### config.mk
export PLATFORM = sky130hd
export DESIGN_NAME = pgt_front
export DESIGN_NICKNAME = d
export VERILOG_FILES = /design/src/rtl/core/pgt_pkg.sv /design/src/rtl/core/pgt_front.sv
export SDC_FILE = /design/constraint.sdc
export NUM_CORES = 2
export LEC_CHECK = 0
export BUFFER_PORTS_ARGS = -buffer_cell sky130_fd_sc_hd__buf_4
export CAP_MARGIN = 20
export CORE_MARGIN = 5
export CORE_UTILIZATION = 50
export CTS_CLUSTER_DIAMETER = 60
export CTS_CLUSTER_SIZE = 8
export DETAILED_ROUTE_END_ITERATION = 6
export GPL_ROUTABILITY_DRIVEN = 0
export PLACE_DENSITY = 0.67
export SKIP_CTS_REPAIR_TIMING = 1
export SYNTH_ARGS = -nofsm -noshare
export SYNTH_HDL_FRONTEND = slang
export SYNTH_SLANG_ARGS = --single-unit
### constraint.sdc
create_clock -name clk -period 20.2 [get_ports clk]
set_clock_uncertainty 0.1 [all_clocks]
set_input_delay 2.02 -clock clk [delete_from_list [all_inputs] [get_ports clk]]
set_output_delay 2.02 -clock clk [all_outputs]
set_load 0.005 [all_outputs]
### src/rtl/core/pgt_pkg.sv
// Shared constants and types for the polar Gaussian transform core.
`timescale 1ns / 1ps
package pgt_pkg;

  // Field widths
  localparam int SW  = 24;            // uniform sample width, Q1.23
  localparam int OW  = 24;            // normal sample width, Q5.19
  localparam int WW  = 2 * (SW - 1);  // fractional bits of w, w < 1
  localparam int PW  = 6;             // leading-one position of w
  localparam int LF  = 30;            // log2 mantissa fraction bits
  localparam int MW  = LF + 1;        // mantissa register width
  localparam int NLW = LF + PW;       // -log2 w, Q6.30
  localparam int LW  = 32;            // L = -2 ln w, Q7.25
  localparam int DS  = 32;            // ratio quotient bits
  localparam int TW  = 45;            // t = r * L >> 19
  localparam int QW  = 23;            // square root width
  localparam int XW  = 2 * QW;        // padded radicand width
  localparam int RMW = QW + 3;        // root remainder width

  localparam logic [MW-1:0] TWO_LN2_Q30 = 31'd1488522236;

  // Pipeline depths
  localparam int LOG_LAT = LF + 4;        // leading one, normalize, squarings, sub, mult
  localparam int T_PROD  = LOG_LAT + 1;   // product stage index
  localparam int T_LAST  = T_PROD + QW;   // last root stage index

  // Queue between front and back
  localparam int QD  = 4;
  localparam int QAW = 2;

  // Pair that passed the acceptance test
  typedef struct packed {
    logic [WW-1:0] sq_a;
    logic [WW-1:0] sq_b;
    logic [WW-1:0] w;
    logic          neg_a;
    logic          neg_b;
    logic          keep;
  } pgt_item_t;

  // Per-item flags carried along the back pipeline
  typedef struct packed {
    logic neg_a;
    logic neg_b;
    logic keep;
    logic full_a;
    logic full_b;
  } pgt_side_t;

endpackage

### src/rtl/core/pgt_front.sv
// Front end: takes uniform pairs, squares them and drops rejected pairs.
`timescale 1ns / 1ps
module pgt_front
  import pgt_pkg::*;
(
  input  logic          clk,
  input  logic          rst_n,
  input  logic          in_valid,
  output logic          in_ready,
  input  logic [SW-1:0] uniform_a,
  input  logic [SW-1:0] uniform_b,
  input  logic          keep_second,
  output logic          push,
  output pgt_item_t     push_item,
  input  logic          q_full
);

  logic              v_r;
  logic [2*SW-1:0]   sq_a_r, sq_b_r;
  logic              neg_a_r, neg_b_r, keep_r;
  logic [SW-1:0]     mag_a, mag_b;
  logic [2*SW:0]     w_sum;
  logic              reject;
  logic              free;

  // magnitudes of the incoming samples
  assign mag_a = uniform_a[SW-1] ? (~uniform_a + 1'b1) : uniform_a;
  assign mag_b = uniform_b[SW-1] ? (~uniform_b + 1'b1) : uniform_b;

  // acceptance test on the registered squares
  assign w_sum  = {1'b0, sq_a_r} + {1'b0, sq_b_r};
  assign reject = (w_sum == '0) || (w_sum[2*SW:WW] != '0);

  assign free     = !v_r || reject || !q_full;
  assign in_ready = free;
  assign push     = v_r && !reject && !q_full;

  assign push_item.sq_a  = sq_a_r[WW-1:0];
  assign push_item.sq_b  = sq_b_r[WW-1:0];
  assign push_item.w     = w_sum[WW-1:0];
  assign push_item.neg_a = neg_a_r;
  assign push_item.neg_b = neg_b_r;
  assign push_item.keep  = keep_r;

  always_ff @(posedge clk) begin
    if (!rst_n) begin
      v_r <= 1'b0;
    end else if (free) begin
      v_r <= in_valid;
    end
  end

  // squares, one multiplier per sample
  always_ff @(posedge clk) begin
    if (free && in_valid) begin
      sq_a_r  <= mag_a * mag_a;
      sq_b_r  <= mag_b * mag_b;
      neg_a_r <= uniform_a[SW-1];
      neg_b_r <= uniform_b[SW-1];
      keep_r  <= keep_second;
    end
  end

endmodule

==> impl_metrics.tcl <==
set metrics [dict create \
    syn2layout_area_growth_pct 6.379 \
    hold_class "register to register" \
    die_w_um 290.4 \
    grt_max_degree 65 \
    slew_headroom_pct 18.63 \
    cpPeakStageDelay_ns 0.82 \
    crit_type "input port to register" \
    via_per_inst 5.445 \
    io_pins 196 \
    grtUsageTotal_pct 26.00 \
    regArea_um2 2933 \
    critPathSlowestCell "clkinv_1" \
    critPathRequiredTime_ns 20.24 \
    nets 5706 \
    grt_overflow_total 0 \
    port_buffers 193 \
    num-fill-cells 7135 \
    synth_seq_cells 98 \
    fp.dieH_um 290.4 \
    avgSynthCellArea_um2 9.086 \
    endpoint_kind "register" \
    ant_nets 0 \
    clockBufferDepth 2 \
    max_freq_mhz 77.58 \
    grt_pass1_vias 31860 \
    synth_most_common_cell "inv_1" \
    netlist_top_cells_area "fa_1 43%, ha_1 12%, inv_1 11%" \
    numCtsBuffers 9 \
    diodes 0 \
    hold_viol_final 0 \
    numClockSinks 98 \
    synth_cell_types 90 \
    firstDrtPassIters 5 \
    rows 102 \
    critPathArrivalTime_ns 12.93 \
    die_area_um2 84320 \
    cts_root_buf "clkbuf_16" \
    syn_area_um2 39310 \
    drt_wl_total_um 107500 \
    crit_top_cell "fa_1" \
    setup_tns_ns 0 \
    drcViolationCount 0 \
    synth_top_area_share_pct 43.14 \
    setup_viol 0 \
    slew_viol_final 0 \
    grt_pass1_wl_um 172800 \
    yosys.area.top_type "fa_1" \
    synth_edf_count 97 \
    multi_input_area_um2 31000 \
    tightest_slew_ns 1.212 \
    route.vias.total 29760 \
    yosys_warnings 0 \
    clkTransAtPathRegs_ns 0.07 \
    period_minus_slack_ns 12.89 \
    ys_seq_area_share_pct 7.462 \
    drive_gt1_share_pct 6.891 \
    initial_core_util_pct 50.57 \
    crit_fanout 18 \
    synth_common_cells "1173 x inv_1, 847 x fa_1, 385 x ha_1" \
    clk_latency_ns 0.40 \
    cp-start-kind "input port" \
    synth_ff_type "edfxtp_1" \
    netlist_instances 4326 \
    ys_async_sr_fraction_pct 0 \
    rsz0062_at_grt "no" \
    core_um2 77720 \
    cts_tree "yes" \
    cts.htree.levels 3 \
    min_period_over_period_pct 63.81 \
    antenna_found_initial 0 \
    drt_iter0_drc 2444 \
    status "completed" \
    place_hpwl_um 91180 \
    wire_per_inst_um 19.67 \
    max_cap_viol_count 0 \
]
-- metal layers --
| layer | up-vias | track usage [%] | wire [um] |
|---|---|---|---|
| met2 | 1303 | 41.10 | 48750 |
| met1 | 14970 | 36.26 | 44130 |
| met3 | 185 | 6.824 | 11750 |
| met5 | - | 0 | 0 |
| li1 | 13300 | - | - |
| met4 | 0 | 6.235 | 2913 |
-- through the flow --
stage | std cells | setup WS, ns | util (%) | instance area (um^2) | hold slack [ns]
2_1_floorplan | 4360 | 9.212 | - | 39430 | 0.5583
3_3_place_gp | 5448 | 7.619 | 53.40 | 41510 | 0.6203
3_5_place_dp | 5448 | 7.255 | 53.40 | 41510 | 0.6478
4_1_cts | 5464 | 7.607 | 53.77 | 41790 | 0.6573
5_1_grt | 5466 | 6.889 | 53.80 | 41810 | 0.6977
6_report | 5466 | 7.310 | 53.80 | 41810 | 0.6543
-- state kept, by name (all words and copies together) (netlist names) --
register and cells:
neg_a_r 1, neg_b_r 1, v_r 1, keep_r 1, sq_a_r 47, sq_b_r 47
-- worst max-delay path: cells and delay by family --
kind | cells | cell delay (ns)
and+or+nand+nor | 6 | 1.69
buffers and inverters | 6 | 1.63
adders and majority gates | 9 | 3.98
AOI/OAI and AO/OA | 8 | 2.91
xor gates and xnor gates | 1 | 0.66
-- path summary, 6_finish.rpt --
check / startpoint / endpoint / slack [ns] / depth (start not counted)
setup / recovery: uniform_a[0] / sq_a_r[44] / 7.31 / 30
hold reg to reg: v_r / v_r / 0.65 / 4
setup reg to reg: sq_a_r[3] / sq_a_r[3] / 13.72 / 13
hold / removal: v_r / v_r / 0.65 / 4
-- area by class of cell --
type	instances	area share (%)
well taps	1040	3.112
multi-input cells	2882	74.14
repair buffers	245	4.411
flip-flops and latches	98	7.014
clock inverters	7	0.1466
clock buffers	9	0.5386
inverters	1185	10.64
-- layout by cell type (no fill, tap or decap), types with 22 or more instances in the layout --
master,instances
o31ai_1,22
o21bai_1,27
and3_1,24
edfxtp_1,97
buf_4,244
xor2_1,57
a21o_1,56
nand2_1,383
a21oi_1,139
inv_1,1173
nand4_1,23
ha_1,385
conb_1,36
nand3_1,27
nor3_1,28
nor2_1,333
xnor2_1,102
o21ai_0,83
fa_1,847
-- cell families (layout without fill, tap and decap cells) --
family,after synthesis,count (layout),synth area share (%)
multiplexers,6,6,0.1592
AO/OA/AOI/OAI,489,489,8.235
XOR/XNOR,167,167,3.826
buffers and inverters,1380,1446,14.10
AND/OR/NAND/NOR,952,952,10.80
flip-flops,98,98,7.462
adder cells (fa/ha/maj),1232,1232,55.40
other,2,36,0.01911
Power is not shown: default switching activity piles up to over one toggle a cycle in this logic, so the estimate is an artifact.
