--- src/rtl/core/pgt_pkg.sv ---
// Shared constants and types for the polar Gaussian transform core.
`timescale 1ns / 1ps
package pgt_pkg;

  // Field widths
  localparam int SW  = 24;            // uniform sample width, Q1.23
  localparam int OW  = 24;            // normal sample width, Q5.19
  localparam int WW  = 2 * (SW - 1);  // fractional bits of w, w < 1
  localparam int PW  = 6;             // leading-one position of w
  localparam int LF  = 30;            // log2 mantissa fraction bits
  localparam int MW  = LF + 1;        // mantissa register width
  localparam int NLW = LF + PW;       // -log2 w, Q6.30
  localparam int LW  = 32;            // L = -2 ln w, Q7.25
  localparam int DS  = 32;            // ratio quotient bits
  localparam int TW  = 45;            // t = r * L >> 19
  localparam int QW  = 23;            // square root width
  localparam int XW  = 2 * QW;        // padded radicand width
  localparam int RMW = QW + 3;        // root remainder width

  localparam logic [MW-1:0] TWO_LN2_Q30 = 31'd1488522236;

  // Pipeline depths
  localparam int LOG_LAT = LF + 4;        // leading one, normalize, squarings, sub, mult
  localparam int T_PROD  = LOG_LAT + 1;   // product stage index
  localparam int T_LAST  = T_PROD + QW;   // last root stage index

  // Queue between front and back
  localparam int QD  = 4;
  localparam int QAW = 2;

  // Pair that passed the acceptance test
  typedef struct packed {
    logic [WW-1:0] sq_a;
    logic [WW-1:0] sq_b;
    logic [WW-1:0] w;
    logic          neg_a;
    logic          neg_b;
    logic          keep;
  } pgt_item_t;

  // Per-item flags carried along the back pipeline
  typedef struct packed {
    logic neg_a;
    logic neg_b;
    logic keep;
    logic full_a;
    logic full_b;
  } pgt_side_t;

endpackage

--- src/rtl/core/pgt_queue.sv ---
// Short queue between the front end and the back pipeline.
`timescale 1ns / 1ps
module pgt_queue
  import pgt_pkg::*;
(
  input  logic      clk,
  input  logic      rst_n,
  input  logic      push,
  input  pgt_item_t push_item,
  output logic      full,
  input  logic      pop,
  output logic      head_valid,
  output pgt_item_t head_item
);

  pgt_item_t        mem [0:QD-1];
  logic [QAW-1:0]   wr_ptr_r, rd_ptr_r;
  logic [QAW:0]     count_r, count_nxt;
  logic             do_pop;

  assign full       = (count_r == (QAW+1)'(QD));
  assign head_valid = (count_r != '0);
  assign head_item  = mem[rd_ptr_r];
  assign do_pop     = pop && head_valid;

  always_comb begin
    count_nxt = count_r;
    if (push && !do_pop) begin
      count_nxt = count_r + 1'b1;
    end else if (!push && do_pop) begin
      count_nxt = count_r - 1'b1;
    end
  end

  always_ff @(posedge clk) begin
    if (!rst_n) begin
      wr_ptr_r <= '0;
      rd_ptr_r <= '0;
      count_r  <= '0;
    end else begin
      count_r <= count_nxt;
      if (push) begin
        wr_ptr_r <= wr_ptr_r + 1'b1;
      end
      if (do_pop) begin
        rd_ptr_r <= rd_ptr_r + 1'b1;
      end
    end
  end

  always_ff @(posedge clk) begin
    if (push) begin
      mem[wr_ptr_r] <= push_item;
    end
  end

endmodule

--- config.mk ---
export PLATFORM = sky130hd
export DESIGN_NAME = pgt_queue
export DESIGN_NICKNAME = d
export VERILOG_FILES = /design/src/rtl/core/pgt_pkg.sv /design/src/rtl/core/pgt_queue.sv
export SDC_FILE = /design/constraint.sdc
export NUM_CORES = 1
export LEC_CHECK = 0
export BUFFER_PORTS_ARGS = -buffer_cell sky130_fd_sc_hd__buf_4
export CORE_MARGIN = 2
export CORE_UTILIZATION = 61
export DETAILED_ROUTE_END_ITERATION = 10
export PLACE_DENSITY = 0.84
export SLEW_MARGIN = 0
export SYNTH_ARGS = -nofsm -noshare
export SYNTH_HDL_FRONTEND = slang
export SYNTH_SLANG_ARGS = --single-unit
--- constraint.sdc ---
create_clock -name clk -period 7.27 [get_ports clk]
set_input_delay 0.727 -clock clk [delete_from_list [all_inputs] [get_ports clk]]
set_output_delay 0.727 -clock clk [all_outputs]
set_load 0.02 [all_outputs]
==> impl_metrics.toml <==
[cts]
post_cts.repair.setup_buffers = 0
h-tree-depth = 2
cts_buffers = 53
hold_buffers = 0
clkLatencyLatePin_ns = 0.57
cts.clk_slew.worst_paths_ns = 0.06
cts_resized = 0
cts_root_buf = "clkbuf_16"
cts_buffer_depth = 3
cts_tree = "done"
cts.sink_count = 573

[die]
die-area_um2 = 35600
initial_core_util = 0.620
ios = 288
die_x_um = 189
rows = 67
core_um2 = 33500
die_h_um = 189

[worst_setup_path]
critical_path_buf_inv_count = 2
path_max_fanout = 65
cpMostUsedCell = "buf_4"
crit_chain = "buf_4, mux4_2, buf_4"
critPathLaunchType = "register"
cpPeakStageDelay_ns = 0.86
required_ns = 6.54
r2r_cells = 4
arrival_ns = 2.99
critical_path_class = "reg -> out"
reg2reg_to = "mem[0][130]$_DFFE_PP_"
cp_top_family = "buffers and inverters"
rr_startpoint = "wr_ptr_r[0]$_SDFFE_PN0P_"
crit_slowest_cell = "buf_4"
crit_path_end_kind = "primary output"
rrSetupSlack_ns = 4.40

[timing]
slew_headroom = 0.259
max_freq_ghz = 0.269
rsz0062_at_grt = "no"
finClkSkew_ns = 0.0235
fin_crit_sh = 0.512
final_max_slew_viol_count = 0
setup_viol = 0
tightest_slew_ns = 1.11
fin_tns_setup_ns = 0
hold_violations = 0
fin_crit_ns = 3.72
fin_ws_ns = 3.55

[grt]
grt_pass1_wl_um = 61600
grt_pass1_vias = 10106
grt_max_degree = 72
grt_overflow = 0
antenna_found_initial = 3
grtUsageTotal = 0.237

[yosys]
synth_area_per_cell_um2 = 26.6
synth_seq_area_share = 0.824
synth_area_um2 = 20800
synth_cells = 780
ys_seq_elements = 573
yosysWarnings = 0
postSynthNetCount = 931
synthDistinctLibCells = 21

[detailed_routing]
via_per_inst = 5.91
drc_errors = 0
wl_met2_um = 20800
wl_um = 41400
wl_per_cell_um = 26.0
drt-met1-wl_um = 15500
final_antenna_net_count = 0
initialDrtViolationCount = 747
top_layer_used = "met5"
wl_met3_um = 4360
dr_total_vias = 9400
firstDrtPassIters = 5

[worst_hold_path]
holdCritStartpoint = "push_item[5]"
holdPathEnd = "mem[0][5]$_DFFE_PP_"
hp-class = "in -> reg"
holdPathStages = 1

[power]
ir_drop_mv = 0.271
p_per_area_nw_per_um2 = 345
leakagePower_nw = 8.35

[run]
cap_violations = 0

[finish]
nets = 1253
multi_input_area_um2 = 3450
layout-drive-gt1-share = 0.452
filler_cell_count = 1832
postLayoutCoreUtil = 0.745
regArea_um2 = 17100
area_growth_pct = 20.3

[placement]
routabilityCongestion = 0.710
place_ws_ns = 4.09
dp_hpwl_um = 24000
port_buffers = 287

[status]
status = "completed"
cell type report:
| type | instances | share of cell area |
|---|---|---|
| timing repair buffer | 299 | 0.0898 |
| inverter | 3 | 0.000450 |
| sequential | 573 | 0.685 |
| tap | 448 | 0.0224 |
| clock buffer | 66 | 0.0567 |
| multi-input combinational | 172 | 0.138 |
| antenna | 2 | 0.000200 |
| clock inverter | 28 | 0.00741 |
cells in the final DEF (no fill, tap or decap):
cell	Yosys	routed
edfxtp_1	564	564
buf_4	0	299
mux4_2	141	141
clkbuf_16	0	55
clkinv_1	0	13
clkbuf_1	5	11
clkinv_2	0	9
dfxtp_1	9	7
and2_1	9	5
ha_1	5	5
and2_4	0	4
inv_1	3	3
xnor2_1	3	3
clkinvlp_4	0	3
diode_2	0	2
or3_1	2	2
xor2_1	2	2
mux2i_1	2	2
nor2b_1	2	2
dfxtp_4	0	2
bufinv_16	0	2
o31ai_1	1	1
nor3b_1	1	1
o311ai_0	1	1
o21ai_0	1	1
a21boi_0	1	1
fa_1	1	1
inv_6	0	1
worst reg2reg max path, cell delays in order (launching register included):
cell,delay [ns]
dfxtp_1,0.35
inv_1,0.09
ha_1,0.15
and2_4,0.84
buf_4,0.95
state kept, by name, indices dropped and copies added, names as in the netlist, named ones only:
name / cells
count_r: 3
rd_ptr_r: 2
mem: 564
wr_ptr_r: 2
worst max-delay path by stage:
stage / slack, ns / depth (start not counted) / to
after global routing: 3.41 / 3 / head_item[23]
after floorplan: 2.80 / 1 / mem[0][0]$_DFFE_PP_
after CTS: 3.49 / 3 / head_item[39]
after detailed placement: 4.09 / 3 / mem[0][75]$_DFFE_PP_
final: 3.55 / 3 / head_item[32]
after global placement: 4.07 / 3 / mem[0][31]$_DFFE_PP_
per-layer routing:
layer / GRT usage / vias to the layer above
met5: 0 / -
met4: 0.0550 / 4
met3: 0.0751 / 61
met2: 0.391 / 443
met1: 0.314 / 4874
li1: - / 4018
kinds of logic after synthesis:
| group | after synthesis | synth area share |
|---|---|---|
| adders and majority gates | 6 | 0.00397 |
| DFF | 573 | 0.824 |
| xor gates and xnor gates | 5 | 0.00211 |
| and+or+nand+nor | 14 | 0.00427 |
| buffers and inverters | 35 | 0.0110 |
| muxes | 143 | 0.154 |
| AOI/OAI and AO/OA | 4 | 0.00138 |
Yosys cell counts:
library cell	instances	area share
dfxtp_1	9	0.0087
nor3b_1	1	0.00036
buf_2	16	0.0039
buf_6	10	0.0054
nor2b_1	2	0.00060
o31ai_1	1	0.00036
o21ai_0	1	0.00024
clkbuf_2	1	0.00024
or3_1	2	0.00060
xor2_1	2	0.00084
mux4_2	141	0.15
edfxtp_1	564	0.81
ha_1	5	0.0030
a21boi_0	1	0.00036
and2_1	9	0.0027
xnor2_1	3	0.0013
o311ai_0	1	0.00042
clkbuf_1	5	0.00090
fa_1	1	0.00096
mux2i_1	2	0.00096
inv_1	3	0.00054
where the power goes:
group	switching [mW]	leakage [nW]	internal, mW
Clock	1.12	0.780	1.44
Combinational	1.13	2.32	1.02
Sequential	0.0925	5.26	3.81
Total	2.34	8.35	6.28
per-stage QoR:
| stage | power, mW | instance area (µm²) | instances | hold slack, ns |
|---|---|---|---|---|
| after CTS | 8.71 | 25000 | 1589 | 0.316 |
| after global routing | 8.91 | 25000 | 1590 | 0.335 |
| after floorplan | 5.36 | 20800 | 780 | 0.490 |
| after global placement | 6.09 | 23400 | 1495 | 0.514 |
| final | 8.62 | 25000 | 1591 | 0.354 |
| after detailed placement | 6.14 | 23400 | 1495 | 0.535 |
Note: power is estimated with default switching activity, not from simulation.
